<file path="config.mk">
export PLATFORM = sky130hd
export DESIGN_NAME = pmc_queue
export DESIGN_NICKNAME = d
export VERILOG_FILES = /design/src/design/pmc_pkg.sv /design/src/design/pmc_queue.sv
export SDC_FILE = /design/constraint.sdc
export NUM_CORES = 1
export LEC_CHECK = 0
export BUFFER_PORTS_ARGS = -buffer_cell sky130_fd_sc_hd__buf_2
export CAP_MARGIN = 20
export CORE_MARGIN = 5
export CORE_UTILIZATION = 57
export CTS_BUF_LIST = sky130_fd_sc_hd__clkbuf_8 sky130_fd_sc_hd__clkbuf_16
export CTS_CLUSTER_DIAMETER = 150
export DETAILED_ROUTE_END_ITERATION = 8
export PLACE_DENSITY = 0.8
export SLEW_MARGIN = 0
export SYNTH_ARGS = -nofsm -noshare
export SYNTH_HDL_FRONTEND = slang
export SYNTH_SLANG_ARGS = --single-unit
</file>
<file path="constraint.sdc">
create_clock -name i_clk -period 3.6 [get_ports i_clk]
set_input_delay 0.36 -clock i_clk [delete_from_list [all_inputs] [get_ports i_clk]]
set_output_delay 0.36 -clock i_clk [all_outputs]
set_load 0.1 [all_outputs]
</file>
<file path="src/design/pmc_pkg.sv">
// ----------------------------------------------------------------------------
// pmc_pkg: shared types and constants of the polyline mean curvature block
// Field widths, arithmetic widths and the command item passed from the
// front to the back through the command queue.
// ----------------------------------------------------------------------------
`default_nettype none

package pmc_pkg;

    localparam int COORD_W     = 16;  // Q10.6 coordinate
    localparam int CNT_W       = 9;   // point count and usable length
    localparam int DIFF1_W     = 17;  // central first difference
    localparam int DIFF2_W     = 19;  // second difference
    localparam int PROD_W      = 36;  // cross product terms
    localparam int NUM_W       = 37;  // numerator N
    localparam int SQ_W        = 32;  // one squared difference
    localparam int S_W         = 33;  // S = X^2 + Y^2
    localparam int ROOT_W      = 27;  // floor(sqrt(S * 2^20))
    localparam int SQRT_SHIFT  = 20;
    localparam int RAD_W       = 2 * ROOT_W;
    localparam int SQREM_W     = ROOT_W + 2;
    localparam int DEN_W       = 60;  // S * root
    localparam int DVD_W       = 80;  // divider dividend
    localparam int QUO_W       = 35;  // quotient kept below the saturation mark
    localparam int FRAC_SHIFT  = 43;
    localparam int SUM_W       = 48;
    localparam int OUT_W       = 32;
    localparam int DIV5_RECIP  = 3277; // floor(v/5) = (v * 3277) >> 14 for v < 2048
    localparam int DIV5_SHIFT  = 14;
    localparam int QUEUE_DEPTH = 4;

    typedef struct packed {
        logic                      has_term;
        logic                      is_last;
        logic [CNT_W-1:0]          len;
        logic signed [DIFF1_W-1:0] dx1;
        logic signed [DIFF1_W-1:0] dy1;
        logic signed [DIFF2_W-1:0] dx2;
        logic signed [DIFF2_W-1:0] dy2;
    } t_cmd;

endpackage

`default_nettype wire

</file>
<file path="src/design/pmc_queue.sv">
// ----------------------------------------------------------------------------
// pmc_queue: command queue between front and back
// A small first-in first-out store of command items.
// ----------------------------------------------------------------------------
`default_nettype none

module pmc_queue import pmc_pkg::*; (
    input  wire logic i_clk,
    input  wire logic i_rst_n,
    input  wire logic i_push,
    input  wire t_cmd i_cmd,
    input  wire logic i_pop,
    output t_cmd      o_cmd,
    output logic      o_full,
    output logic      o_empty
);

    localparam int PTR_W = $clog2(QUEUE_DEPTH);
    localparam int CNT_QW = $clog2(QUEUE_DEPTH + 1);

    t_cmd              r_mem [QUEUE_DEPTH];
    logic [PTR_W-1:0]  r_wr, r_rd;
    logic [CNT_QW-1:0] r_cnt;

    assign o_full  = (r_cnt == CNT_QW'(QUEUE_DEPTH));
    assign o_empty = (r_cnt == '0);
    assign o_cmd   = r_mem[r_rd];

    always_ff @(posedge i_clk) begin
        if (i_push) begin
            r_mem[r_wr] <= i_cmd;
        end
    end

    always_ff @(posedge i_clk) begin
        if (!i_rst_n) begin
            r_wr  <= '0;
            r_rd  <= '0;
            r_cnt <= '0;
        end else begin
            if (i_push) begin
                r_wr <= r_wr + PTR_W'(1);
            end
            if (i_pop) begin
                r_rd <= r_rd + PTR_W'(1);
            end
            if (i_push && !i_pop) begin
                r_cnt <= r_cnt + CNT_QW'(1);
            end else if (i_pop && !i_push) begin
                r_cnt <= r_cnt - CNT_QW'(1);
            end
        end
    end

endmodule

`default_nettype wire

</file>
* After elaboration in Yosys (flattened, before gate mapping)
Memory sizes are Yosys's and may differ from the RTL's. A register that Yosys moved wholly into a read port is not among the register bits.
Cells that the tools add are included.
** Cells by class
- Mux-type cells :: 6
- Reduce and logical (&&, ||, !) cells :: 6
- Add/subtract/negate cells :: 4
- Eq/ne operators :: 1
** Operators with widths (number)
- 3-bit two-way mux :: 2
- 2-bit by 1-bit adder with 2-bit output (second input constant) :: 2
- 2-bit two-way mux :: 2
- 3-bit by 1-bit adder with 3-bit output (second input constant) :: 1
- 3-bit == test (second input constant) :: 1
- 3-bit zero test :: 1
- 3-bit by 1-bit subtractor with 3-bit output (second input constant) :: 1
- 1-bit logical AND :: 2
- 1-bit zero test :: 2
- 1-bit two-way mux :: 2
- 2-bit nonzero test :: 1
** Word-level totals
- Bits in registers :: 7
- RAM bits :: 332
- Memories :: 1
- Output and inout port bits :: 85
- Logic and storage cells :: 21
** Memories
- r_mem :: depth 4, bits a word 83, rd ports 1, clocked after memory_dff 1, wr ports 1, line pmc_queue.sv:21 : t_cmd r_mem [QUEUE_DEPTH];

* Depth between registers and ports, before layout
Gate-level depths: netlist of the first run.
- Word-level depth :: 4
- Gate-level depth with buffers :: 7
- Gate-level depth less buffers :: 7

* Worst setup path before layout of the first run
OpenSTA, ideal clock, no wires.
- Path kind :: register to register
- From :: register r_wr[0]
- To :: memory r_mem[0][0] (netlist name), enable pin
- Period minus slack after synthesis :: 2.922 ns
- Stages on the path, launching flop included :: 4
- Arrival :: 2.471 ns
- Slack :: 0.678 ns
- Library setup time :: 0.450 ns
- Path buffers :: 0
- Cell sequence :: dfxtp_1 inv_1 ha_1 and2_1
** RTL lines
- start: declaration :: line pmc_queue.sv:22 : logic [PTR_W-1:0] r_wr, r_rd;
- start signal: assignment :: line pmc_queue.sv:42 : r_wr <= r_wr + PTR_W'(1);
- end: declaration :: line pmc_queue.sv:21
No word-level cell before the write port.

==> results of run 1 <==
## cell usage in the layout, fill, tap and decap left out, drive strengths merged
| master | instances |
|---|---|
| buf | 181 |
| fa | 1 |
| nor3b | 1 |
| clkbuf | 36 |
| bufinv | 9 |
| nor2b | 2 |
| or3 | 1 |
| clkinv | 10 |
| inv | 9 |
| mux4 | 83 |
| ha | 5 |
| diode | 2 |
| xnor2 | 2 |
| dfxtp | 9 |
| a21boi | 1 |
| o21ai | 1 |
| edfxtp | 332 |
| nor3 | 1 |
| and2 | 9 |
| xor2 | 3 |
| nand2 | 1 |
| mux2i | 2 |
## power groups by stage
stage | registers (mW) | logic [mW] | clock network, mW
after floorplan | 4.69 | 1.55 | 0
after global placement | 4.72 | 1.81 | 0
after detailed placement | 4.73 | 1.84 | 0
after CTS | 4.65 | 1.85 | 3.88
after global routing | 4.67 | 1.89 | 4.07
final | 4.65 | 1.83 | 3.79
## registers in the layout (all words and copies together) (netlist names), named ones only
| name | cells |
|---|---|
| r_wr | 2 |
| r_cnt | 3 |
| r_rd | 2 |
| r_mem | 332 |
## final cells by class
class	count	area [um^2]	area share, %
Sequential cell	341	10160	68.27
Antenna cell	2	5.005	0.03364
Inverter	4	15.01	0.1009
Clock buffer	36	889.6	5.979
Multi-Input combinational cell	113	2130	14.31
Timing Repair Buffer	181	993.5	6.677
Tap cell	280	350.3	2.355
Clock inverter	24	337.8	2.271
## logic make-up (layout without fill, tap and decap cells)
kind of cell	after synthesis	after routing	share of synthesized area (%)
adders and majority gates	6	6	0.6647
and+or+nand+nor	15	15	0.7352
AOI/OAI and AO/OA	2	2	0.1007
other	0	2	0
muxes	85	85	15.21
buffers and inverters	22	245	1.239
xor gates and xnor gates	5	5	0.3526
DFF	341	341	81.70
## per-stage QoR
| step | utilization (%) | power, mW |
|---|---|---|
| global route | 68.81 | 10.63 |
| global placement | 63.11 | 6.529 |
| detailed placement | 63.11 | 6.573 |
| CTS | 68.79 | 10.38 |
| floorplan | - | 6.238 |
| finish | 68.81 | 10.27 |
## layer usage
layer / wire, um / global-route usage [%] / up-vias
li1: - / - / 2450
met1: 8933 / 25.27 / 2912
met2: 12140 / 32.55 / 216
met3: 1986 / 4.921 / 45
met4: 438 / 5.244 / 6
met5: 30 / 0 / -
## worst max-delay path by stage
stage / from / end / slack [ns] / cells after the start
floorplan: r_wr[0] / r_mem[0][0] / 0.68 / 3
global placement: flop / o_cmd[46] / 1.11 / 3
detailed placement: flop / o_cmd[42] / 1.09 / 3
CTS: flop / o_cmd[54] / 0.55 / 3
global route: flop / o_cmd[54] / 0.42 / 3
finish: flop / o_cmd[54] / 0.64 / 3
==> results.json, run 1 <==
{
  "ctsHoldBuffers": 0,
  "worstPathCellList": "buf_4 > mux4_2 > buf_2",
  "period_share_pct": 82.33,
  "yosys.area.top_type": "edfxtp_1",
  "vias": 5629,
  "dp.cells": 919,
  "wl_per_cell_um": 23.98,
  "final_area_um2": 14880,
  "cp_slowest_stage_delay_ns": 0.79,
  "ctsResizeCount": 0,
  "synth-edff-count": 332,
  "io_buffers": 171,
  "crit_family": "flip-flops",
  "overflow": 0,
  "outcome": "completed",
  "reg2reg_depth": 4,
  "final_cells": 981,
  "routabilityCongestion": 0.7604,
  "min_path_type": "in2reg",
  "drive_above_1_share_pct": 45.92,
  "cts_tree": "yes",
  "worst_slack_ns": 0.6362,
  "rsz0062_at_grt": "no",
  "syn-num-nets": 569,
  "drv_cap": 0,
  "worstPathMaxFanout": 34,
  "p_switching_mw": 2.898,
  "endpoint_kind": "primary output",
  "synth_area_per_cell_um2": 26.10,
  "pre_cts_ws_ns": 1.091,
  "fin_nets": 768,
  "start_util_pct": 57.46,
  "die_area_um2": 24850,
  "ioPinCount": 172,
  "clkPwrFrac_pct": 36.9,
  "worst_setup_path_start_kind": "flop",
  "holdCritStartpoint": "i_cmd[32]",
  "h-tree-depth": 2,
  "clk_latency_ns": 0.49,
  "synth_common_cells": "edfxtp_1 (332), mux4_2 (83), and2_1 (9), buf_2 (9), dfxtp_1 (9)",
  "num_rows": 54,
  "antenna_found_initial": 5,
  "cts_buffer_depth": 3,
  "rr_startpoint": "r_wr[1]",
  "drtAntennaViolNets": 0,
  "required_ns": 3.24,
  "power_leakage_nw": 5.075,
  "holdWs_ns": 0.08388,
  "cts_setup_buffers": 0,
  "async_reset_ff_share_pct": 0,
  "synthTopCellsByArea": "edfxtp_1 (80%), mux4_2 (15%), dfxtp_1 (1.5%), buf_6 (0.73%), ha_1 (0.50%)",
  "cp.arrival_ns": 2.60,
  "crit_type": "reg2out",
  "clock-sinks": 341,
  "cts_buffers": 34,
  "die_h_um": 157.6,
  "grt_pass1_wl_mm": 35.87,
  "synth_warnings": 0,
  "ys_types": 20,
  "yosysMostFrequentCell": "edfxtp_1",
  "core_area_um2": 21620,
  "finalMaxSlewViolations": 0,
  "holdPathStages": 1,
  "syn_inst": 476,
  "viasPerCell": 5.738,
  "combPwrFrac_pct": 17.8,
  "clock-skew-final_ns": 0.01223,
  "maxSlewHeadroom_pct": 40.61,
  "r2r_setup_slack_ns": 1.52,
  "detailed_place_hpwl_mm": 13.83,
  "finalHoldViolations": 0,
  "worst_pin_slew_ns": 0.8908,
  "grt_use_total_pct": 19.23,
  "power_frac_seq_pct": 45.3,
  "swShare_pct": 28.22,
  "grt_max_degree": 56,
  "max_freq_mhz": 337.4,
  "path_buf_inv": 2,
  "fill_cells": 1321,
  "powerDensity_nw_per_um2": 690.4,
  "drc_errors": 0,
  "dr.pass1.iters": 4,
  "fin_setup_tns_ns": 0,
  "die_width_um": 157.6,
  "syn_area_um2": 12420,
  "fin_crit_ns": 2.964,
  "cp_slowest_cell": "dfxtp_4",
  "synth_top_area_share_pct": 80.25,
  "seq_area_frac_synth_pct": 81.70,
  "r2r-end": "r_mem[1][71]",
  "yosys_most_used_dff": "edfxtp_1",
  "vdd_drop_max_v": 0.0004814,
  "routed_wirelength_mm": 23.53,
  "clk_pin_slew_worst_paths_ns": 0.06,
  "min_to": "r_mem[2][32]",
  "finalSetupViolCount": 0,
  "p_int_mw": 7.374,
  "grt_pass1_vias": 6225,
  "place_area_um2": 13650,
  "drtIter0Drc": 430,
  "syn2layout_area_growth_pct": 19.76,
  "ys_seq_elements": 341,
  "root_buffer": "clkbuf_16"
}
Note: power is estimated with default switching activity, not from simulation.
==> run 2, diff against run 1 <==
==> constraint.sdc (replaced) <==
create_clock -name i_clk -period 2.82 [get_ports i_clk]
set_input_delay 0.282 -clock i_clk [delete_from_list [all_inputs] [get_ports i_clk]]
set_output_delay 0.282 -clock i_clk [all_outputs]
set_load 0.1 [all_outputs]
==> run 2 against run 1 <==
Sequential share of layout area fell by 3.1 points. Setup slack got worse by 0.34 ns. Register-to-register slack got worse by 0.48 ns. Critical endpoint is now o_cmd[45]. Largest power group unchanged.
==> results.json, run 2 (synthesis results as in run 1) <==
{
  "pre_cts_ws_ns": 0.8094,
  "final_cells": 1050,
  "holdPathStages": 1,
  "clock-skew-final_ns": 0.009097,
  "grt_pass1_vias": 6547,
  "worstPathMaxFanout": 33,
  "power.total_mw": 13.05,
  "fin_nets": 839,
  "core_area_um2": 21620,
  "worst_setup_path_start_kind": "flop",
  "worst_pin_slew_ns": 0.6558,
  "drive_above_1_share_pct": 41.56,
  "fin_crit_ns": 2.519,
  "drtAntennaViolNets": 0,
  "drv_cap": 0,
  "use_met1_pct": 25.99,
  "clkPwrFrac_pct": 35.8,
  "num_rows": 54,
  "cts_tree": "yes",
  "start_util_pct": 57.46,
  "powerDensity_nw_per_um2": 837.0,
  "drtIter0Drc": 433,
  "r2r-end": "r_mem[3][47]",
  "vdd_drop_max_v": 0.0006187,
  "top_regs": "r_mem (332), r_cnt (3)",
  "clk_pin_slew_worst_paths_ns": 0.06,
  "grt_pass1_wl_mm": 37.10,
  "die_width_um": 157.6,
  "worst_slack_ns": 0.3007,
  "dp.cells": 922,
  "min_to": "r_mem[0][73]",
  "vias": 5911,
  "overflow": 0,
  "routed_wirelength_mm": 24.22,
  "largest_reg_flops": 332,
  "endpoint_kind": "primary output",
  "cts_buffers": 34,
  "ioPinCount": 172,
  "crit_type": "reg2out",
  "use_met2_pct": 34.58,
  "power_frac_seq_pct": 45.3,
  "holdCritStartpoint": "i_cmd[73]",
  "finalHoldViolations": 0,
  "viasPerCell": 5.630,
  "grt_max_degree": 40,
  "combPwrFrac_pct": 18.9,
  "swShare_pct": 28.60,
  "die_area_um2": 24850,
  "finalSetupViolCount": 0,
  "layout_commonest_cell": "edfxtp_1",
  "outcome": "completed",
  "fin_setup_tns_ns": 0,
  "p_switching_mw": 3.732,
  "multi_input_area_um2": 2135,
  "min_path_type": "in2reg",
  "root_buffer": "clkbuf_16",
  "cts_buffer_depth": 3,
  "required_ns": 2.54,
  "dr.pass1.iters": 5,
  "detailed_place_hpwl_mm": 13.91,
  "antenna_found_initial": 2,
  "io_buffers": 171,
  "clk_latency_ns": 0.49,
  "grt_use_total_pct": 19.94,
  "regMostFlops": "r_mem",
  "gr-max-usage-layer": "met2",
  "rr_startpoint": "r_wr[0]",
  "max_freq_mhz": 396.9,
  "rsz0062_at_grt": "no",
  "h-tree-depth": 2,
  "syn2layout_area_growth_pct": 25.50,
  "place_area_um2": 13720,
  "clock-sinks": 341,
  "antenna_cells": 0,
  "maxSlewHeadroom_pct": 56.28,
  "cp.arrival_ns": 2.24,
  "gr-usage-met3_pct": 4.019,
  "die_h_um": 157.6,
  "final_area_um2": 15590,
  "routabilityCongestion": 0.7277,
  "period_share_pct": 89.34,
  "p_int_mw": 9.318,
  "finalMaxSlewViolations": 0,
  "r2r_setup_slack_ns": 1.04,
  "fill_cells": 1247,
  "wl_per_cell_um": 23.06,
  "reg2reg_depth": 3,
  "final_cell_mix": "edfxtp_1 (332), buf_2 (171), mux4_2 (83)",
  "seqCellArea_um2": 10160,
  "power_leakage_nw": 5.365,
  "drc_errors": 0
}
run 2: cell types whose count changed in the layout (fill, tap and decap cells not counted), moves of 2 or more:
cell | previous run | this run
dlygate4sd3_1 | 0 | 68
clkinv_2 | 5 | 0
buf_12 | 5 | 9
bufinv_16 | 9 | 6
clkinv_1 | 5 | 8
clkbuf_16 | 35 | 37
clkinvlp_4 | 0 | 2
diode_2 | 2 | 0
inv_1 | 8 | 10
run 2: final cells by class:
| cell class | instances | share of cell area, % |
|---|---|---|
| Sequential cell | 341 | 65.15 |
| Clock buffer | 38 | 6.027 |
| Multi-Input combinational cell | 113 | 13.69 |
| Tap cell | 280 | 2.247 |
| Timing Repair Buffer | 252 | 11.20 |
| Clock inverter | 22 | 1.589 |
| Inverter | 4 | 0.09630 |
run 2: worst max path at each step:
stage                     end  cells past startpoint  startpoint  slack, ns
floorplan             o_empty                      1    r_cnt[0]       0.11
global placement    o_cmd[18]                      3        flop       0.82
detailed placement  o_cmd[12]                      3        flop       0.81
CTS                 o_cmd[42]                      3        flop       0.27
global route        o_cmd[45]                      3        flop       0.20
finish              o_cmd[45]                      3        flop       0.30
run 2: through the flow:
step | hold slack, ns | util, %
2_1_floorplan | 0.3809 | -
3_3_place_gp | 0.4839 | 63.47
3_5_place_dp | 0.5000 | 63.47
4_1_cts | 0.0001142 | 72.02
5_1_grt | 0.001109 | 72.11
6_report | 0.01754 | 72.11
run 2: what timing repair did:
action	CTS	global route
gates resized for setup	0	0
endpoints found under the setup margin	0	0
setup buffers	0	0
hold buffers	66	2
endpoints found under the hold margin	254	8
run 2: power by group through the flow:
stage | clock network [mW] | logic (mW) | registers [mW]
floorplan | 0 | 1.98 | 5.97
global placement | 0 | 2.36 | 5.99
detailed placement | 0 | 2.39 | 6.01
CTS | 4.76 | 2.47 | 5.91
global route | 5.02 | 2.55 | 5.92
finish | 4.68 | 2.46 | 5.91
run 2: metal layers:
metal	share of wire, %	wire length [um]
met4	2.7	654
met3	6.8	1645
met5	0.087	21
met2	53	12910
met1	37	8991
run 2: critical path, stage by stage, from the launching register on:
cell and delay [ns]:
dfxtp_4 0.68, buf_4 0.35, mux4_2 0.27, buf_2 0.43
