### src/design/pmc_pkg.sv
// ----------------------------------------------------------------------------
// pmc_pkg: shared types and constants of the polyline mean curvature block
// Field widths, arithmetic widths and the command item passed from the
// front to the back through the command queue.
// ----------------------------------------------------------------------------
`default_nettype none

package pmc_pkg;

    localparam int COORD_W     = 16;  // Q10.6 coordinate
    localparam int CNT_W       = 9;   // point count and usable length
    localparam int DIFF1_W     = 17;  // central first difference
    localparam int DIFF2_W     = 19;  // second difference
    localparam int PROD_W      = 36;  // cross product terms
    localparam int NUM_W       = 37;  // numerator N
    localparam int SQ_W        = 32;  // one squared difference
    localparam int S_W         = 33;  // S = X^2 + Y^2
    localparam int ROOT_W      = 27;  // floor(sqrt(S * 2^20))
    localparam int SQRT_SHIFT  = 20;
    localparam int RAD_W       = 2 * ROOT_W;
    localparam int SQREM_W     = ROOT_W + 2;
    localparam int DEN_W       = 60;  // S * root
    localparam int DVD_W       = 80;  // divider dividend
    localparam int QUO_W       = 35;  // quotient kept below the saturation mark
    localparam int FRAC_SHIFT  = 43;
    localparam int SUM_W       = 48;
    localparam int OUT_W       = 32;
    localparam int DIV5_RECIP  = 3277; // floor(v/5) = (v * 3277) >> 14 for v < 2048
    localparam int DIV5_SHIFT  = 14;
    localparam int QUEUE_DEPTH = 4;

    typedef struct packed {
        logic                      has_term;
        logic                      is_last;
        logic [CNT_W-1:0]          len;
        logic signed [DIFF1_W-1:0] dx1;
        logic signed [DIFF1_W-1:0] dy1;
        logic signed [DIFF2_W-1:0] dx2;
        logic signed [DIFF2_W-1:0] dy2;
    } t_cmd;

endpackage

`default_nettype wire

### src/design/pmc_front.sv
// ----------------------------------------------------------------------------
// pmc_front: point intake and classification
// Keeps the three-point window, the point index and the usable length, and
// queues one command for each point that adds a term or ends the list.
// ----------------------------------------------------------------------------
`default_nettype none

module pmc_front import pmc_pkg::*; #(
    parameter int MAX_POINTS = 256
) (
    input  wire logic                      i_clk,
    input  wire logic                      i_rst_n,
    input  wire logic                      i_valid,
    output logic                           o_ready,
    input  wire logic signed [COORD_W-1:0] i_point_x,
    input  wire logic signed [COORD_W-1:0] i_point_y,
    input  wire logic [CNT_W-1:0]          i_point_count,
    input  wire logic                      i_last_point,
    input  wire logic                      i_full,
    output logic                           o_push,
    output t_cmd                           o_cmd
);

    localparam int IDX_W = $clog2(MAX_POINTS + 1);
    localparam int CW    = (IDX_W > CNT_W) ? IDX_W : CNT_W;
    localparam int SC_W  = CNT_W + 2;
    localparam int MP_W  = SC_W + DIV5_SHIFT - 2;

    logic signed [COORD_W-1:0] r_wx0, r_wx1, r_wy0, r_wy1;
    logic [IDX_W-1:0]          r_idx;
    logic [CNT_W-1:0]          r_len;

    logic [CW-1:0]    cnt_ext, cnt_clamp;
    logic [SC_W-1:0]  scaled;
    logic [MP_W-1:0]  m_prod;
    logic [CNT_W-1:0] m_new, len;
    logic             first, in_range, accept;

    always_comb begin
        cnt_ext   = CW'(i_point_count);
        cnt_clamp = (cnt_ext > CW'(MAX_POINTS)) ? CW'(MAX_POINTS) : cnt_ext;
        scaled    = {cnt_clamp[CNT_W-1:0], 2'b00};
        m_prod    = MP_W'(scaled) * MP_W'(DIV5_RECIP);
        m_new     = m_prod[MP_W-1 -: CNT_W];
        first     = (r_idx == '0);
        len       = first ? m_new : r_len;
        in_range  = (r_idx >= IDX_W'(2)) && (CW'(r_idx) < CW'(len));
        accept    = i_valid && !i_full;

        o_cmd.has_term = in_range;
        o_cmd.is_last  = i_last_point;
        o_cmd.len      = len;
        o_cmd.dx1      = DIFF1_W'(i_point_x) - DIFF1_W'(r_wx1);
        o_cmd.dy1      = DIFF1_W'(i_point_y) - DIFF1_W'(r_wy1);
        o_cmd.dx2      = DIFF2_W'(i_point_x) - (DIFF2_W'(r_wx0) <<< 1) + DIFF2_W'(r_wx1);
        o_cmd.dy2      = DIFF2_W'(i_point_y) - (DIFF2_W'(r_wy0) <<< 1) + DIFF2_W'(r_wy1);
    end

    assign o_ready = !i_full;
    assign o_push  = accept && (in_range || i_last_point);

    always_ff @(posedge i_clk) begin
        if (!i_rst_n) begin
            r_wx0 <= '0;
            r_wx1 <= '0;
            r_wy0 <= '0;
            r_wy1 <= '0;
            r_idx <= '0;
            r_len <= '0;
        end else if (accept) begin
            if (i_last_point) begin
                // A finished list leaves the front as after reset.
                r_wx0 <= '0;
                r_wx1 <= '0;
                r_wy0 <= '0;
                r_wy1 <= '0;
                r_idx <= '0;
                r_len <= '0;
            end else begin
                r_wx1 <= r_wx0;
                r_wy1 <= r_wy0;
                r_wx0 <= i_point_x;
                r_wy0 <= i_point_y;
                r_len <= len;
                if (r_idx < IDX_W'(MAX_POINTS)) begin
                    r_idx <= r_idx + IDX_W'(1);
                end
            end
        end
    end

endmodule

`default_nettype wire

### config.mk
export PLATFORM = sky130hd
export DESIGN_NAME = pmc_front
export DESIGN_NICKNAME = d
export VERILOG_FILES = /design/src/design/pmc_pkg.sv /design/src/design/pmc_front.sv
export SDC_FILE = /design/constraint.sdc
export NUM_CORES = 1
export LEC_CHECK = 0
export BUFFER_PORTS_ARGS = -buffer_cell sky130_fd_sc_hd__buf_2
export CORE_MARGIN = 2
export CORE_UTILIZATION = 40
export DETAILED_ROUTE_END_ITERATION = 12
export GPL_ROUTABILITY_DRIVEN = 0
export PLACE_DENSITY = 0.57
export SLEW_MARGIN = 20
export SYNTH_ARGS = -nofsm -noshare
export SYNTH_HDL_FRONTEND = slang
export SYNTH_SLANG_ARGS = --single-unit
export TNS_END_PERCENT = 1
### constraint.sdc
create_clock -name i_clk -period 8.4 [get_ports i_clk]
set_input_delay 1.26 -clock i_clk [delete_from_list [all_inputs] [get_ports i_clk]]
set_output_delay 1.26 -clock i_clk [all_outputs]
set_load 0.02 [all_outputs]
## Yosys cells after proc, flatten, opt, wreduce, memory -nomap -nowiden

Cells that the tools add are included.

| word-level totals | value |
|---|---|
| word-level logic and storage cells | 35 |
| register bits | 82 |
| bits of input ports | 46 |
| output and inout port bits | 85 |

| operators by class | value |
|---|---|
| add/subtract/negate cells | 7 |
| reduce and logical (&&, ||, !) cells | 8 |
| multiply operators | 1 |
| order comparisons | 4 |
| mux-type cells | 9 |

Operators with widths:

| operator | number |
|---|---|
| 2-to-1 mux 16 bit | 4 |
| 2-to-1 mux 9 bit | 5 |
| adder 18 x 16 -> 19 bit | 2 |
| subtractor 16 x 17 -> 18 bit | 2 |
| subtractor 16 x 16 -> 17 bit | 2 |
| multiplier 9 x 12 -> 21 bit, second input constant | 1 |
| adder 9 x 1 -> 9 bit, second input constant | 1 |
| >= comparator 9 x 2 -> 1 bit, second input constant | 1 |
| > comparator 9 bit, second input constant | 1 |
| logical NOT 9 bit | 1 |
| less-than comparator 9 bit | 1 |
| less-than comparator 9 bit, second input constant | 1 |
| logical AND 1 bit | 3 |
| AND reduction 2 bit | 1 |
| nonzero test 2 bit | 1 |
| logical NOT 1 bit | 1 |
| logical OR 1 bit | 1 |

## Longest topological paths before layout

Gate-level depths: netlist (run 1).

| depth | value |
|---|---|
| depth after elaboration | 8 |
| mapped depth | 25 |

## Least setup slack after synthesis (run 1)

No wires, ideal clock.

| path | value |
|---|---|
| kind | input to output |
| start | input i_point_count[8] |
| end | output o_cmd[82] (netlist bit) |
| setup slack | 0.878 ns |
| arrival | 6.262 ns |
| stages on the path | 22 |
| cells stage by stage | clkbuf_1 > nor2b_1 > ha_1 > fa_1 > inv_1 > fa_1 > fa_1 > inv_1 > ha_1 > a21o_1 > a31o_1 > a31oi_1 > xnor2_1 > nor2_1 > a21oi_1 > ha_1 > o31ai_1 > a211oi_1 > maj3_1 > o21ai_1 > a31o_1 > buf_4 |

| between the ends | value |
|---|---|
| longest elaborated chain between the ends | 6 |

Ends and longest elaborated chain:

| what | RTL line | RTL |
|---|---|---|
| from (decl) | pmc_front.sv:17 | `input wire logic [CNT_W-1:0] i_point_count,` |
| > comparator 9 bit | pmc_front.sv:41 | `cnt_clamp = (cnt_ext > CW'(MAX_POINTS)) ? CW'(MAX_POINTS) : cnt_ext;` |
| 2-to-1 mux 9 bit (*) | pmc_front.sv:41 |  |
| multiplier 9 x 12 -> 21 bit (*) | pmc_front.sv:43 | `m_prod = MP_W'(scaled) * MP_W'(DIV5_RECIP);` |
| 2-to-1 mux 9 bit (*) | pmc_front.sv:46 | `len = first ? m_new : r_len;` |
| less-than comparator 9 bit (*) | pmc_front.sv:47 | `in_range = (r_idx >= IDX_W'(2)) && (CW'(r_idx) < CW'(len));` |
| logical AND 1 bit (*) | pmc_front.sv:47 |  |
| to (decl) | pmc_front.sv:21 | `output t_cmd o_cmd` |

Mark *: on every way between the ends. The rest lies on a longest branch, timed or not.

## Worst setup path after layout (run 1)

| path | value |
|---|---|
| start | input i_point_count[8] |
| end | output o_push |

| between the ends | value |
|---|---|
| longest elaborated chain between the ends | 8 |

Ends and longest elaborated chain:

| what | RTL line | RTL |
|---|---|---|
| > comparator 9 bit | pmc_front.sv:41 |  |
| 2-to-1 mux 9 bit (*) | pmc_front.sv:41 |  |
| multiplier 9 x 12 -> 21 bit (*) | pmc_front.sv:43 |  |
| 2-to-1 mux 9 bit (*) | pmc_front.sv:46 |  |
| less-than comparator 9 bit (*) | pmc_front.sv:47 |  |
| logical AND 1 bit (*) | pmc_front.sv:47 |  |
| logical OR 1 bit (*) | pmc_front.sv:60 | `assign o_push = accept && (in_range \|\| i_last_point);` |
| logical AND 1 bit (*) | pmc_front.sv:60 |  |
| to (decl) | pmc_front.sv:20 | `output logic o_push,` |

Marked as above.

==> results of run 1 <==
## critical path, cell delays in order
cell and delay (ps):
buf_2 170, nor2b_1 250, ha_1 310, fa_1 520
inv_1 60, fa_1 490, fa_1 510, inv_1 40
ha_1 330, a21o_1 210, a31o_1 220, a31oi_1 280
xnor2_1 160, nor2_1 50, a21oi_1 230, ha_1 300
nand3_1 90, nand3_1 80, o31ai_1 90, a211oi_1 80
maj3_1 390, o21ai_1 210, a31o_1 160, buf_2 150
## synth_stat cells (8+ instances only)
master	n
a22oi_1	8
and3_1	40
and2_1	9
xnor2_1	42
nand3_1	22
nor3_1	52
nor2b_1	59
a21oi_1	68
o21a_1	39
o21ai_1	17
nand2_1	40
inv_1	216
o21ai_0	28
dfxtp_1	82
a21o_1	10
nand2b_1	10
ha_1	116
nor2_1	92
fa_1	55
a211oi_1	8
or3_1	10
clkbuf_1	33
xor2_1	13
## sequential cells by signal (all words and copies together) (netlist names)
signal,count
r_wy0,16
r_idx,9
r_wy1,16
r_wx1,16
r_wx0,16
r_len,9
## where the power goes
group          internal (uW)  switching, uW  leakage (uW)  total [uW]
clock network            261            161      0.000157         423
registers                398           7.35      0.000663         405
logic                    316            506       0.00427         821
total                    975            675       0.00509        1650
## how the worst max path moves through the flow
stage / to / cells past startpoint
3_3_place_gp: o_push / 24
3_5_place_dp: o_push / 24
6_report: o_push / 24
2_1_floorplan: o_cmd[82] / 22
4_1_cts: o_push / 24
5_1_grt: o_push / 24
## final cells by class
cell class / instances / area share
inverters: 216 / 0.0780
well taps: 285 / 0.0343
clock buffers: 10 / 0.0220
clock inverters: 6 / 0.00878
flip-flops and latches: 82 / 0.158
multi-input cells: 836 / 0.633
repair buffers: 135 / 0.0662
## metrics by stage
step                      area [um^2]  total power (uW)  cells
after global placement          10100              1230   1554
after floorplan                  9220              1020   1177
final                           10400              1650   1570
after global routing            10400              1780   1570
after CTS                       10400              1680   1570
after detailed placement        10100              1240   1554
## metal layers
layer | global-route usage | part of all wire
met1 | 0.233 | 0.49
met3 | 0.0242 | 0.028
met5 | 0 | 0
met2 | 0.316 | 0.48
met4 | 0.0323 | 0.0074
## cell families (layout without fill, tap and decap cells)
kind of cell,Yosys count,count (layout),share of synthesized area
AND/OR/NAND/NOR,355,355,0.198
XOR/XNOR,55,55,0.0523
adder cells (fa/ha/maj),174,174,0.280
flip-flops,82,82,0.178
multiplexers,3,3,0.00326
AO/OA/AOI/OAI,249,249,0.179
buffers and inverters,259,367,0.109
==> flow_summary.ini, run 1 <==
[status]
status = complete, no violations

[clocking]
path_clk_slew_ps = 60
cts_root_buffer = clkbuf_16
clock_latency_ps = 340
cts-resized-gates = 0
htreeDepth = 3
cts_setup_buffers = 0
cts_sinks = 82
cts_buffer_depth = 2
cts_buffers = 9
cts_tree = done
cts_hold_buf = 0

[floorplan]
ios = 131
fp-row-count = 55
die_h_um = 156
initial_core_util = 0.407
die_area_mm2 = 0.0243
core-area_mm2 = 0.0226
fp.dieW_um = 156

[timing]
finalCritPeriodShare = 0.942
period_needed_ps = 7910
setup_viol_count_final = 0
hold_viol = 0
holdWs_ps = 536
rsz0062_at_grt = no
relSlewSlack = 0.398
clock_skew_ps = 8.84
layout_setup_ws_ps = 485
worst-slew-pin-transition_ps = 903
fmax_ghz = 0.126
fin_setup_tns_ps = 0
drv_slew = 0

[yosys]
synth_top_area_frac = 0.178
syn_avg_cell_area_um2 = 7.83
netlist_area_mm2 = 0.00922
synth_area_leaders = dfxtp_1, ha_1, fa_1, inv_1, nor2b_1
synth_fp_nets = 1394
ys_types = 70
syn_inst = 1177
ys.flop_type = dfxtp_1
ys_seq_area_frac = 0.178
ys_async_sr_fraction = 0
yosys_warnings = 0
synth_seq_cells = 82
synth_edf_count = 0
synth.largest_area_cell = dfxtp_1

[global_route]
antenna_found_initial = 0
grt_pass1_vias = 7586
grt_first_pass_wirelength_um = 35800
grt_max_degree = 81
grt_use_total = 0.178
grt_overflow = 0

[cells_and_area]
final_nets = 1497
layout_commonest_cell = inv_1
final_core_util = 0.459
nFillCells = 2310
drive_gt1_frac = 0.131
multi_input_area_mm2 = 0.00658
seq_area_mm2 = 0.00164
areaGrowthSynthToFinish_pct = 12.8
num_antenna_cells = 0
layout_common_cells = inv_1, buf_2, ha_1, nor2_1, dfxtp_1

[worst_setup_path]
r2r_start = r_idx[4]
critPathLaunch = i_point_count[8]
worst-path-max-fanout = 12
r2r_setup_slack_ps = 6200
critPathRequiredTime_ps = 7140
crit_type = input pin to primary output
cp_data_arrival_time_ps = 6650
start_kind = input pin
reg2regPathDepth = 6
rr_endpoint = r_len[8]
end_kind = primary output

[worst_hold_path]
whs_path_depth = 2
worst_hold_path.endpoint = r_idx[0]
hold_path_class = register to register
hold_path_startpoint = r_idx[0]

[placed_design]
place_hpwl_um = 16700
io_buffers = 130
place_ws_ps = 517

[routing]
num_vias = 7904
avgRoutedWirePerCell_um = 13.5
antenna_left = 0
routed_wirelength_um = 21200
vias_per_cell = 5.03
detail_route.first_pass.iterations = 5
first_iter_violations = 338
drc = 0

[pwr]
powerDensity_mw_per_mm2 = 159
ir_drop_v = 0.000178
p_leak_uw = 0.00509

[run]
maxCapViolCount = 0
Power figures use the tool's default switching activity.
==> run 2: changes to the inputs <==
--- a/config.mk
+++ b/config.mk
@@ -5,12 +5,12 @@
 export SDC_FILE = /design/constraint.sdc
 export NUM_CORES = 1
 export LEC_CHECK = 0
-export BUFFER_PORTS_ARGS = -buffer_cell sky130_fd_sc_hd__buf_2
 export CORE_MARGIN = 2
 export CORE_UTILIZATION = 40
 export DETAILED_ROUTE_END_ITERATION = 12
+export DONT_BUFFER_PORTS = 1
 export GPL_ROUTABILITY_DRIVEN = 0
-export PLACE_DENSITY = 0.57
+export PLACE_DENSITY = 0.52
 export SLEW_MARGIN = 20
 export SYNTH_ARGS = -nofsm -noshare
 export SYNTH_HDL_FRONTEND = slang
==> run 2 against run 1 <==
- cell count shrank 8.3%
- clock power grew 0.9%
- first-iteration DRC count decreased by 26%
- maximum frequency increased by 3.2%
- clock skew down 0.63 ps
- worst hold slack worse by 1.9 ps
- clock-buffer cell count fell by 1
- core utilization decreased by 2.9 points
- combinational power fell by 12%
- routed wire length is 3.5% lower
==> flow_summary.ini, run 2 (same netlist as run 1, synthesis figures left out) <==
[worst_setup_path]
worst-path-max-fanout = 5
critPathLaunch = i_point_count[3]
start_kind = input pin
reg2regPathDepth = 5
cp_data_arrival_time_ps = 6410
end_kind = primary output
critPathRequiredTime_ps = 7140
crit_path_end = o_push
r2r_setup_slack_ps = 5960
r2r_start = r_idx[5]
rr_endpoint = r_len[5]
crit_type = input pin to primary output

[timing]
hold_viol = 0
fmax_ghz = 0.130
rsz0062_at_grt = no
finalCritPeriodShare = 0.913
holdWs_ps = 534
setup_viol_count_final = 0
relSlewSlack = 0.433
fin_setup_tns_ps = 0
drv_slew = 0
worst-slew-pin-transition_ps = 841
period_needed_ps = 7670
clock_skew_ps = 8.22

[cells_and_area]
num_antenna_cells = 0
areaGrowthSynthToFinish_pct = 5.81
layout_common_cells = inv_1, ha_1, nor2_1, dfxtp_1, a21oi_1
finalNonFillerCells = 1440
layout_commonest_cell = inv_1
drive_gt1_frac = 0.0338
fin_area_mm2 = 0.00975
final_nets = 1368

[global_route]
antenna_found_initial = 0
grt_pass1_vias = 7175
grt_use_total = 0.172
grt_max_degree = 81
grt_first_pass_wirelength_um = 34500
grt_overflow = 0

[pwr]
p_total_uw = 1560
p_leak_uw = 0.00458
ir_drop_v = 0.0000875
powerDensity_mw_per_mm2 = 160

[routing]
drc = 0
first_iter_violations = 251
avgRoutedWirePerCell_um = 14.2
dr_wl_met2_um = 9940
highest_layer = met4
routed_wirelength_um = 20400
detail_route.first_pass.iterations = 4
vias_per_cell = 5.12
wl_met3_um = 788
wl_met1_um = 9530
num_vias = 7367
antenna_left = 0

[floorplan]
fp-row-count = 55
ios = 131
die_area_mm2 = 0.0243
core-area_mm2 = 0.0226
fp.dieW_um = 156
initial_core_util = 0.407
die_h_um = 156

[placed_design]
place_area_mm2 = 0.00944
placedCellCount = 1425
place_hpwl_um = 16100
io_buffers = 0

[clocking]
htreeDepth = 3
cts_tree = done
cts_sinks = 82
path_clk_slew_ps = 60
cts_buffers = 9
cts-resized-gates = 0
cts_setup_buffers = 0
cts_root_buffer = clkbuf_16
clock_latency_ps = 340
cts_hold_buf = 0
cts_buffer_depth = 2

[status]
status = complete, no violations

[worst_hold_path]
hold_path_class = register to register

[run]
maxCapViolCount = 0
[run 2: cell types whose count changed in the layout (fill, tap and decap cells not counted)]
cell      change
inv_6         +1
buf_4         +1
clkinv_4      -1
buf_2       -130
clkbuf_1      -1
[run 2: how the worst min path moves through the flow]
stage                         from       end  depth (start not counted)
after floorplan           r_idx[0]  r_idx[0]                          2
after global placement    r_len[4]  r_len[4]                          2
after detailed placement  r_idx[0]  r_idx[0]                          2
after CTS                 r_idx[0]  r_idx[0]                          2
after global routing      r_idx[0]  r_idx[0]                          2
final                     r_idx[0]  r_idx[0]                          2
[run 2: final cells by class]
| cell class | instances | area, um^2 |
|---|---|---|
| tap | 285 | 357 |
| fill | 2328 | 12900 |
| clock inverter | 6 | 91.3 |
| sequential | 82 | 1640 |
| multi-input combinational | 836 | 6580 |
| inverter | 216 | 811 |
| clock buffer | 9 | 225 |
| timing repair buffer | 6 | 45.0 |
[run 2: metal layers]
layer / track usage / up-vias
li1: - / 3881
met1: 0.214 / 3373
met2: 0.312 / 99
met3: 0.0342 / 14
met4: 0.0280 / 0
met5: 0 / -
[run 2: critical path, cell delays in order]
cell and delay (ps):
nor2b_1 100, buf_4 150, ha_1 310, fa_1 530
inv_1 70, fa_1 500, fa_1 510, inv_1 40
ha_1 320, a21o_1 210, a31o_1 220, a31oi_1 240
xnor2_1 160, nor2_1 60, a21oi_1 220, ha_1 290
nand3_1 80, nand3_1 80, o31ai_1 100, a211oi_1 90
maj3_1 370, o21ai_1 210, a31o_1 290
[run 2: where the power goes]
group          internal [uW]  switching, uW
Clock                    260            167
Sequential               398           7.49
Combinational            255            470
Total                    913            644
[run 2: through the flow]
| stage | util | setup WS (ps) |
|---|---|---|
| floorplan | - | 878 |
| global placement | 0.417 | 786 |
| detailed placement | 0.417 | 737 |
| CTS | 0.431 | 718 |
| global route | 0.431 | 377 |
| finish | 0.431 | 730 |
