`src/design/pmc_pkg.sv`:
```
// ----------------------------------------------------------------------------
// pmc_pkg: shared types and constants of the polyline mean curvature block
// Field widths, arithmetic widths and the command item passed from the
// front to the back through the command queue.
// ----------------------------------------------------------------------------
`default_nettype none

package pmc_pkg;

    localparam int COORD_W     = 16;  // Q10.6 coordinate
    localparam int CNT_W       = 9;   // point count and usable length
    localparam int DIFF1_W     = 17;  // central first difference
    localparam int DIFF2_W     = 19;  // second difference
    localparam int PROD_W      = 36;  // cross product terms
    localparam int NUM_W       = 37;  // numerator N
    localparam int SQ_W        = 32;  // one squared difference
    localparam int S_W         = 33;  // S = X^2 + Y^2
    localparam int ROOT_W      = 27;  // floor(sqrt(S * 2^20))
    localparam int SQRT_SHIFT  = 20;
    localparam int RAD_W       = 2 * ROOT_W;
    localparam int SQREM_W     = ROOT_W + 2;
    localparam int DEN_W       = 60;  // S * root
    localparam int DVD_W       = 80;  // divider dividend
    localparam int QUO_W       = 35;  // quotient kept below the saturation mark
    localparam int FRAC_SHIFT  = 43;
    localparam int SUM_W       = 48;
    localparam int OUT_W       = 32;
    localparam int DIV5_RECIP  = 3277; // floor(v/5) = (v * 3277) >> 14 for v < 2048
    localparam int DIV5_SHIFT  = 14;
    localparam int QUEUE_DEPTH = 4;

    typedef struct packed {
        logic                      has_term;
        logic                      is_last;
        logic [CNT_W-1:0]          len;
        logic signed [DIFF1_W-1:0] dx1;
        logic signed [DIFF1_W-1:0] dy1;
        logic signed [DIFF2_W-1:0] dx2;
        logic signed [DIFF2_W-1:0] dy2;
    } t_cmd;

endpackage

`default_nettype wire

```
`src/design/pmc_div.sv`:
```
// ----------------------------------------------------------------------------
// pmc_div: shared restoring divider
// Two quotient bits per cycle over an 80-bit dividend; the quotient is kept
// only up to the point where it is known to saturate.
// ----------------------------------------------------------------------------
`default_nettype none

module pmc_div import pmc_pkg::*; (
    input  wire logic             i_clk,
    input  wire logic             i_rst_n,
    input  wire logic             i_start,
    input  wire logic [DVD_W-1:0] i_dividend,
    input  wire logic [DEN_W-1:0] i_divisor,
    output logic                  o_done,
    output logic [QUO_W-1:0]      o_quotient,
    output logic                  o_big
);

    localparam int STEPS = DVD_W / 2;
    localparam int SC_W  = $clog2(STEPS);

    logic             r_busy, r_done, r_big;
    logic [SC_W-1:0]  r_step;
    logic [DVD_W-1:0] r_dvd;
    logic [DEN_W-1:0] r_div, r_rem;
    logic [QUO_W-1:0] r_q;

    logic [DEN_W:0]   sh_a, sh_b;
    logic [DEN_W-1:0] rem_a, rem_b;
    logic [QUO_W-1:0] q_a, q_b;
    logic             big_a, big_b, ge_a, ge_b;

    always_comb begin
        sh_a  = {r_rem, r_dvd[DVD_W-1]};
        ge_a  = (sh_a >= {1'b0, r_div});
        rem_a = ge_a ? DEN_W'(sh_a - {1'b0, r_div}) : sh_a[DEN_W-1:0];
        q_a   = r_q;
        big_a = r_big;
        if (!r_big) begin
            q_a   = {r_q[QUO_W-2:0], ge_a};
            big_a = q_a[QUO_W-1];
        end

        sh_b  = {rem_a, r_dvd[DVD_W-2]};
        ge_b  = (sh_b >= {1'b0, r_div});
        rem_b = ge_b ? DEN_W'(sh_b - {1'b0, r_div}) : sh_b[DEN_W-1:0];
        q_b   = q_a;
        big_b = big_a;
        if (!big_a) begin
            q_b   = {q_a[QUO_W-2:0], ge_b};
            big_b = q_b[QUO_W-1];
        end
    end

    assign o_done     = r_done;
    assign o_quotient = r_q;
    assign o_big      = r_big;

    always_ff @(posedge i_clk) begin
        if (!i_rst_n) begin
            r_busy <= 1'b0;
            r_done <= 1'b0;
            r_step <= '0;
        end else begin
            r_done <= 1'b0;
            if (i_start) begin
                r_busy <= 1'b1;
                r_step <= '0;
            end else if (r_busy) begin
                r_step <= r_step + SC_W'(1);
                if (r_step == SC_W'(STEPS - 1)) begin
                    r_busy <= 1'b0;
                    r_done <= 1'b1;
                end
            end
        end
    end

    always_ff @(posedge i_clk) begin
        if (i_start) begin
            r_dvd <= i_dividend;
            r_div <= i_divisor;
            r_rem <= '0;
            r_q   <= '0;
            r_big <= 1'b0;
        end else if (r_busy) begin
            r_dvd <= r_dvd << 2;
            r_rem <= rem_b;
            r_q   <= q_b;
            r_big <= big_b;
        end
    end

endmodule

`default_nettype wire

```
`config.mk`:
```
export PLATFORM = sky130hd
export DESIGN_NAME = pmc_div
export DESIGN_NICKNAME = d
export VERILOG_FILES = /design/src/design/pmc_pkg.sv /design/src/design/pmc_div.sv
export SDC_FILE = /design/constraint.sdc
export NUM_CORES = 1
export LEC_CHECK = 0
export BUFFER_PORTS_ARGS = -buffer_cell sky130_fd_sc_hd__buf_4
export CAP_MARGIN = 15
export CORE_AREA = 2 2 137 272
export DETAILED_ROUTE_END_ITERATION = 6
export DIE_AREA = 0 0 139 274
export PLACE_DENSITY = 0.78
export SLEW_MARGIN = 10
export SYNTH_ARGS = -nofsm -noshare
export SYNTH_HDL_FRONTEND = slang
export SYNTH_SLANG_ARGS = --single-unit
export TNS_END_PERCENT = 1
```
`constraint.sdc`:
```
create_clock -name i_clk -period 17.6 [get_ports i_clk]
set_input_delay 2.64 -clock i_clk [delete_from_list [all_inputs] [get_ports i_clk]]
set_output_delay 2.64 -clock i_clk [all_outputs]
set_load 0.005 [all_outputs]
```
-- Word-level counts from Yosys, hierarchy flattened
Cells that the tools add are included.
Widths: inputs -> output; s select.
- output and inout bits: 37
- input port bits: 143
- register bits: 244
- logic and storage cells: 34
- magnitude comparators: 2
- equality and inequality tests: 2
- add/sub/neg operators: 3
- bitwise logic cells: 2
- reduce and logical (&&, ||, !) cells: 4
- muxes and demuxes: 12
- operator list (operator ; count):
    $mux 80 ; 2
    $ge 61x60->1 ; 2
    $mux 60 ; 2
    $sub 60x60->60 ; 2
    $mux 35 ; 2
    $add 6x1->6 const B ; 1
    $eq 6x6->1 const B ; 1
    $mux 1 ; 6
    $reduce_or 3->1 ; 1
    $ne 2x2->1 const B ; 1
    $not 1->1 ; 2
    $reduce_and 2->1 ; 1
    $reduce_bool 2->1 ; 1
    $reduce_or 2->1 ; 1

-- Depth between registers and ports, before layout
Gate-level depths: netlist of the first run.
- depth after elaboration: 4
- mapped depth: 29
- gate-level depth less buffers: 26

-- Worst setup path before layout of the first run
No wires, ideal clock.
- path type: register to register
- from: register r_dvd[79]
- to: register r_rem[59]
- setup time: 0.117 ns
- setup slack: 11.723 ns
- cell stages (with the launch flop): 26
- clock period less this slack: 5.877 ns
- data arrival time: 5.760 ns
- path buffers: 2
- required time: 17.483 ns
- cell sequence: edfxtp_1 > inv_1 > ha_1 > inv_1 > fa_1 > a21o_1 > a221oi_1 > or2_2 > a21boi_0 > o211a_1 > o21ai_0 > a21boi_0 > or3_1 > a31o_2 > ha_1 > clkbuf_1 > nand2_1 > o31a_1 > o221a_1 > o311ai_2 > a31oi_2 > o31a_1 > o211ai_2 > buf_4 > mux2_2 > a22o_1
- cells in the longest elaborated chain, start to end: 4
- elaborated cells between the ends (all ways): 6
- classes of those cells: add/sub (2); order compare (2); mux (2)
- ends and longest elaborated chain (item ; line ; text):
    start, declared ; pmc_div.sv:24 ; logic [DVD_W-1:0] r_dvd;
    start signal, assigned ; pmc_div.sv:81 ; r_dvd <= i_dividend;
    start signal, assigned ; pmc_div.sv:87 ; r_dvd <= r_dvd << 2;
    $sub 60x60->60 or $ge 61x60->1 (tied branches) ; pmc_div.sv:36, pmc_div.sv:35 ;
    $mux 60 * ; pmc_div.sv:36 ; rem_a = ge_a ? DEN_W'(sh_a - {1'b0, r_div}) : sh_a[DEN_W-1:0];
    $sub 60x60->60 or $ge 61x60->1 (tied branches) ; pmc_div.sv:46, pmc_div.sv:45 ;
    $mux 60 * ; pmc_div.sv:46 ; rem_b = ge_b ? DEN_W'(sh_b - {1'b0, r_div}) : sh_b[DEN_W-1:0];
    end signal, assigned ; pmc_div.sv:88 ; r_rem <= rem_b;
    end, declared ; pmc_div.sv:25 ; logic [DEN_W-1:0] r_div, r_rem;
Every way passes the cells marked *; elsewhere a longest branch is shown, timed or not.
A chain may end at the register's enable or synchronous reset.

-- Final worst setup path of the first run
- from: register r_div[55]
- to: register r_rem[28]
- cells in the longest elaborated chain, start to end: 4
- elaborated cells between the ends (all ways): 6
- classes of those cells: add/sub (2); order compare (2); mux (2)
- ends and longest elaborated chain (item ; line ; text):
    start, declared ; pmc_div.sv:25 ;
    start signal, assigned ; pmc_div.sv:82 ; r_div <= i_divisor;
    $ge 61x60->1 or $sub 60x60->60 (tied branches) ; pmc_div.sv:35, pmc_div.sv:36 ;
    $mux 60 ; pmc_div.sv:36 ;
    $sub 60x60->60 or $ge 61x60->1 (tied branches) ; pmc_div.sv:46, pmc_div.sv:45 ;
    $mux 60 * ; pmc_div.sv:46 ;
Marked as above.

==> results.toml, run 1 <==
[clock_tree]
cts-hold-fix-buffers = 0
numClockSinks = 244
cts_setup_buffers = 0
cts_resized = 0
clockRootBuffer = "clkbuf_16"
htree_num_levels = 1
clkTransAtPathRegs_ns = 0.07
clk_latency_ns = 0.58
clockBufferDepth = 3
cts_buffers = 25
cts_tree = "done"

[sta]
relSlewSlack_pct = 28.7
tns_ns = 0
fin_crit_sh_pct = 46.3
slew_violations = 0
finalSetupViolations = 0
rsz0062_at_grt = "no"
finalHoldViolCount = 0
timing.fmax_mhz = 123
skew_ns = 0.0290
post-route-min-period_ns = 8.16
tightest_slew_ns = 1.07

[synth]
syn_area_um2 = 17700
synth_commonest_cells = "nor2_1 (213), a21oi_1 (178), nand2_1 (170)"
async_flop_share_pct = 0
synth_edf_count = 140
synth.distinct_cells = 82
synth_area_leader_cell = "edfxtp_1"
ys_warn_count = 0
synth-seq-area-share_pct = 35.5
yosysMostFrequentCell = "nor2_1"
netlist.area_leader.share_pct = 23.8
synth_flop_cell = "edfxtp_1"
syn_area_per_cell_um2 = 8.96
yosys_register_bits = 244
syn_inst = 1974
netlist_top_cells_area = "edfxtp_1 (24%), dfxtp_1 (12%), ha_1 (8.6%)"
synth.net_count = 2240

[grt]
grt_pass1_wl_um = 77100
grt.overflow.total = 0
antenna_found_initial = 1
grt.total_usage_pct = 24.6
grt_max_degree = 81
first_global_vias = 14800

[route]
dr.first_iter.drc_count = 1371
routedWlPerCell_um = 19.2
dr.pass1.iters = 5
drtAntennaViolNets = 0
drt_wl_total_um = 49000
drcViolationCount = 0
via_count = 15600
viasPerCell = 6.08

[final_layout]
multi_input_area_um2 = 10500
nFillCells = 3310
diodes = 0
drive_gt1_share_pct = 16.4
area_growth_pct = 13.2
final-seq-area_um2 = 6290
final_nets = 2351
stdcell_area_um2 = 20000

[setup_path]
crit_fanout = 57
critPathCaptureType = "flop"
timing.rr.start = "r_div[55]$_DFFE_PP_"
rr_worst_depth = 24
crit_arrival_ns = 8.64
timing.rr.end = "r_rem[28]$_SDFFE_PP0P_"
critPathRequiredTime_ns = 18.08
reg2reg_slack_ns = 9.44
crit_type = "flop to flop"
start_kind = "flop"

[job]
cap_violations = 0

[status]
status = "finished clean"

[worst_hold_path]
holdPathStages = 2
min_path_type = "flop to flop"
holdPathEnd = "r_step[5]$_SDFFE_PP0P_"
min_from = "r_step[5]$_SDFFE_PP0P_"

[place]
dpl.hpwl_um = 36400
placed_area_um2 = 19200
numPortBuffers = 179
place_congestion = 0.975

[power_and_ir_drop]
leakage_nw = 8.36
peakVddDrop_uv = 124
power_density_nw_per_um2 = 190

[floorplan]
num_rows = 99
die_w_um = 139
core_area_um2 = 36200
dieArea_um2 = 38100
io_pins = 180
die_h_um = 274
initial_core_util_pct = 48.9
==> sequential cells by signal, indices dropped and copies added, names as in the netlist <==
register and count:
r_dvd 80, r_step 6, o_quotient 35, r_div 60, r_busy 1, o_big 1
o_done 1, r_rem 60
==> where the power goes <==
group          leakage, nW  total (mW)  switching (mW)  internal (mW)
clock                0.397       0.556           0.244          0.312
sequential            2.25       0.748          0.0585          0.690
combinational         5.71        2.51            1.54          0.969
==> final cells by class <==
type                            instances  share of cell area (%)
Clock buffer                           30                    3.27
Clock inverter                         16                   0.894
Inverter                               99                    1.86
Multi-Input combinational cell       1526                    52.6
Sequential cell                       244                    31.4
Tap cell                              454                    2.84
Timing Repair Buffer                  189                    7.12
==> metal layers <==
layer  vias to the layer above  global-route usage, %  part of all wire (%)
met2                       646                   41.2                    47
met1                      7274                   31.7                    41
met3                       126                   3.55                   6.9
li1                       7513                      -                     -
met5                         -                      0                 0.022
met4                         2                   10.6                   4.4
==> cell families (layout without fill, tap and decap cells) <==
kind of cell / count (synthesis) / after routing / share of synthesized area, %
xor gates and xnor gates: 107 / 107 / 5.30
buffers and inverters: 204 / 334 / 5.07
AOI/OAI and AO/OA: 592 / 592 / 22.2
adders and majority gates: 123 / 123 / 8.78
and+or+nand+nor: 561 / 561 / 14.4
muxes: 143 / 143 / 8.72
DFF: 244 / 244 / 35.5
==> per-stage QoR <==
stage	power (mW)	setup slack, ns	util (%)	hold WS [ns]	cells
2_1_floorplan	2.67	11.72	-	0.451	1974
3_3_place_gp	3.18	9.76	53.1	0.467	2512
3_5_place_dp	3.20	9.61	53.1	0.481	2512
4_1_cts	3.77	9.64	55.4	0.491	2558
5_1_grt	4.09	9.11	55.4	0.519	2558
6_report	3.81	9.44	55.4	0.489	2558
==> worst max-delay path, cell delays in order, from the launching register on <==
cell,delay [ns]
edfxtp_1,0.38
inv_1,0.13
ha_1,0.33
and3_1,0.20
and2_0,0.30
a221oi_1,0.50
o21ai_0,0.28
a221oi_1,0.71
nand2_4,0.46
buf_4,0.47
nor2_1,0.17
a21oi_1,0.08
ha_1,0.52
a21oi_1,0.17
o21bai_2,0.17
a211oi_1,0.10
o31a_1,0.33
o221a_1,0.29
o311ai_2,0.43
a31oi_2,0.18
o31a_1,0.37
o211ai_4,0.40
buf_4,0.57
mux2i_1,0.15
a211oi_1,0.26
==> how the worst max path moves through the flow <==
stage	from	end	slack (ns)
after detailed placement	r_div[54]$_DFFE_PP_	r_rem[25]$_SDFFE_PP0P_	9.61
after CTS	r_div[55]$_DFFE_PP_	r_rem[25]$_SDFFE_PP0P_	9.64
after global placement	r_div[54]$_DFFE_PP_	r_rem[25]$_SDFFE_PP0P_	9.76
after floorplan	r_dvd[79]$_DFFE_PP_	r_rem[59]$_SDFFE_PP0P_	11.72
final	r_div[55]$_DFFE_PP_	r_rem[28]$_SDFFE_PP0P_	9.44
after global routing	r_div[55]$_DFFE_PP_	r_rem[52]$_SDFFE_PP0P_	9.11
==> cell usage in the layout (no fill, tap or decap), types with 5 or more instances in the layout <==
cell | netlist | routed
a21o_1 | 67 | 67
nor2b_1 | 8 | 8
nand2_1 | 170 | 169
ha_1 | 121 | 121
nor3_1 | 27 | 27
a211oi_1 | 72 | 72
nand4_1 | 31 | 31
o31a_1 | 7 | 7
xnor2_1 | 65 | 65
clkbuf_16 | 0 | 25
a21oi_1 | 178 | 178
or3_1 | 7 | 7
a211o_1 | 7 | 7
xor2_1 | 42 | 42
mux2_2 | 89 | 89
nor2_1 | 213 | 212
a31o_2 | 5 | 5
and4_1 | 5 | 5
a221oi_1 | 8 | 8
o211ai_1 | 13 | 13
inv_1 | 99 | 98
o21ai_0 | 82 | 82
and2_1 | 12 | 12
a41oi_1 | 9 | 9
a31oi_1 | 14 | 14
nand3_1 | 31 | 31
o31ai_1 | 9 | 9
dfxtp_1 | 104 | 102
nand2b_1 | 9 | 9
a311oi_1 | 33 | 33
o21bai_1 | 23 | 23
edfxtp_1 | 140 | 140
mux2i_1 | 54 | 54
or2_2 | 5 | 5
a2111oi_0 | 5 | 5
o21a_1 | 14 | 14
o2111ai_1 | 5 | 5
and3_1 | 19 | 19
a21boi_0 | 9 | 9
buf_4 | 11 | 188
Note: power is estimated with default switching activity, not from simulation.
==> inputs of run 2 (changes only) <==
--- a/config.mk
+++ b/config.mk
@@ -10,7 +10,7 @@
 export CORE_AREA = 2 2 137 272
 export DETAILED_ROUTE_END_ITERATION = 6
 export DIE_AREA = 0 0 139 274
-export PLACE_DENSITY = 0.78
+export PLACE_DENSITY = 0.81
 export SLEW_MARGIN = 10
 export SYNTH_ARGS = -nofsm -noshare
 export SYNTH_HDL_FRONTEND = slang
==> constraint.sdc (replaced) <==
create_clock -name i_clk -period 6.6 [get_ports i_clk]
set_input_delay 0.99 -clock i_clk [delete_from_list [all_inputs] [get_ports i_clk]]
set_output_delay 0.99 -clock i_clk [all_outputs]
set_load 0.005 [all_outputs]
==> run 2 against run 1 <==
The run now ends with DRC left. Via count up 2.0%. Count of clock-buffer cells in the layout down 2. Utilization up 1.9 points. Routed wire length up 0.15%. Sequential power rose to 2.7 times the previous value. Sequential cell count unchanged. First-iteration DRC count down 3.0%. Cell area up 3.4%. Critical path type unchanged.
==> results.toml, run 2 (synthesis results as in run 1) <==
[final_layout]
diodes = 0
nFillCells = 3222
top_register = "r_dvd"
drive_gt1_share_pct = 20.0
layout_commonest_cell = "buf_4"
area_growth_pct = 17.0
fin_cells = 2634
top_regs = "r_dvd x80, r_div x60, r_rem x60"
largest_reg_flops = 80
stdcell_area_um2 = 20700
final_cell_mix = "buf_4 (262), nor2_1 (211), a21oi_1 (175), nand2_1 (169), edfxtp_1 (140)"
final_nets = 2428

[status]
violations = "DRC"
status = "finished with violations"

[place]
place_congestion = 0.982
dpl.hpwl_um = 37300
placed_area_um2 = 19800
numPortBuffers = 179
post-place-cells = 2589
dp_slack_ns = 0.194

[setup_path]
timing.rr.end = "r_rem[6]$_SDFFE_PP0P_"
timing.rr.start = "r_div[44]$_DFFE_PP_"
reg2reg_slack_ns = 0.31
crit_type = "flop to flop"
cp-endpoint = "r_rem[6]$_SDFFE_PP0P_"
crit_arrival_ns = 6.74
crit_fanout = 18
critPathCaptureType = "flop"
cp-startpoint = "r_div[44]$_DFFE_PP_"
start_kind = "flop"
rr_worst_depth = 26
critPathRequiredTime_ns = 7.05

[sta]
finalHoldViolCount = 0
tightest_slew_ns = 1.24
setup_slack_ns = 0.306
tns_ns = 0
slew_violations = 0
fin_crit_sh_pct = 95.4
holdWs_ns = 0.483
skew_ns = 0.0248
relSlewSlack_pct = 16.7
finalSetupViolations = 0
post-route-min-period_ns = 6.29
timing.fmax_mhz = 159

[power_and_ir_drop]
peakVddDrop_uv = 382
power_density_nw_per_um2 = 521
leakage_nw = 8.75

[clock_tree]
clockBufferDepth = 3
cts_tree = "done"
numClockSinks = 244
cts_buffers = 24
clkTransAtPathRegs_ns = 0.06
htree_num_levels = 1
clockRootBuffer = "clkbuf_16"
clk_latency_ns = 0.56
cts-hold-fix-buffers = 0

[route]
dr.first_iter.drc_count = 1330
dr.pass1.iters = 7
viasPerCell = 6.02
drcViolationCount = 4
drtAntennaViolNets = 0
routedWlPerCell_um = 18.6
drt_wl_total_um = 49100
via_count = 15900

[floorplan]
initial_core_util_pct = 48.9
die_h_um = 274
core_area_um2 = 36200
num_rows = 99
die_w_um = 139
dieArea_um2 = 38100
io_pins = 180

[grt]
antenna_found_initial = 0
first_global_vias = 15300
grt_pass1_wl_um = 78100
grt_use_met3_pct = 3.81
grt.total_usage_pct = 24.9
use_met1_pct = 31.4
grt-busiest-layer = "met2"
grt.overflow.total = 0
use_met2_pct = 42.9
grt_max_degree = 81

[worst_hold_path]
min_path_type = "flop to flop"

[job]
cap_violations = 0
[run 2: timing repair]
| action | CTS | global route |
|---|---|---|
| resized for setup | 0 | 18 |
| buffers inserted | 0 | 1 |
| endpoints found under the setup margin | 0 | 61 |
[run 2: cell type report]
cell class | instances | area (µm²) | area share [%]
Sequential cell | 244 | 6290 | 30.4
Clock inverter | 16 | 206 | 0.997
Timing Repair Buffer | 267 | 2060 | 9.96
Clock buffer | 28 | 616 | 2.97
Inverter | 99 | 373 | 1.80
Multi-Input combinational cell | 1526 | 10600 | 51.1
Tap cell | 454 | 568 | 2.74
[run 2: worst max-delay path, cell delays in order, from the launching register on]
cell       delay (ns)
edfxtp_1         0.33
inv_1            0.06
ha_1             0.50
nand4_1          0.23
nor3_1           0.31
nand2_1          0.07
o21ai_0          0.38
o21ai_0          0.17
buf_4            0.18
nand2_4          0.19
buf_4            0.18
mux2_2           0.35
ha_1             0.39
nand2_1          0.12
nor2_2           0.25
o311ai_1         0.18
buf_4            0.18
a31oi_1          0.16
buf_4            0.16
o2111ai_1        0.15
o311ai_2         0.17
a31oi_2          0.16
o31a_1           0.36
o211a_2          0.23
buf_4            0.20
a211o_1          0.23
a311oi_1         0.26
[run 2: where the power goes]
| part | switching, mW | total (mW) | leakage, nW | internal [mW] |
|---|---|---|---|---|
| Sequential | 0.157 | 2.00 | 2.25 | 1.84 |
| Combinational | 4.24 | 7.33 | 6.11 | 3.09 |
| Clock | 0.636 | 1.47 | 0.384 | 0.832 |
[run 2: worst min-delay path by stage]
stage	start	to	slack [ns]	cells past startpoint
detailed placement	r_rem[14]$_SDFFE_PP0P_	r_rem[14]$_SDFFE_PP0P_	0.48	2
CTS	r_rem[14]$_SDFFE_PP0P_	r_rem[14]$_SDFFE_PP0P_	0.49	2
floorplan	r_rem[14]$_SDFFE_PP0P_	r_rem[14]$_SDFFE_PP0P_	0.45	2
global placement	r_rem[14]$_SDFFE_PP0P_	r_rem[14]$_SDFFE_PP0P_	0.47	2
finish	r_rem[14]$_SDFFE_PP0P_	r_rem[14]$_SDFFE_PP0P_	0.48	2
global route	r_step[5]$_SDFFE_PP0P_	r_step[5]$_SDFFE_PP0P_	0.52	2
[run 2: through the flow]
stage	power [mW]	util, %
after detailed placement	9.12	54.8
after CTS	10.6	57.1
after floorplan	7.13	-
after global placement	9.02	54.8
final	10.8	57.2
after global routing	11.6	57.2
[run 2: routing by layer]
layer / share of wire (%) / routed length [µm]
met4: 3.9 / 1900
met2: 49 / 23800
met1: 41 / 20100
met3: 6.6 / 3260
met5: 0 / 0
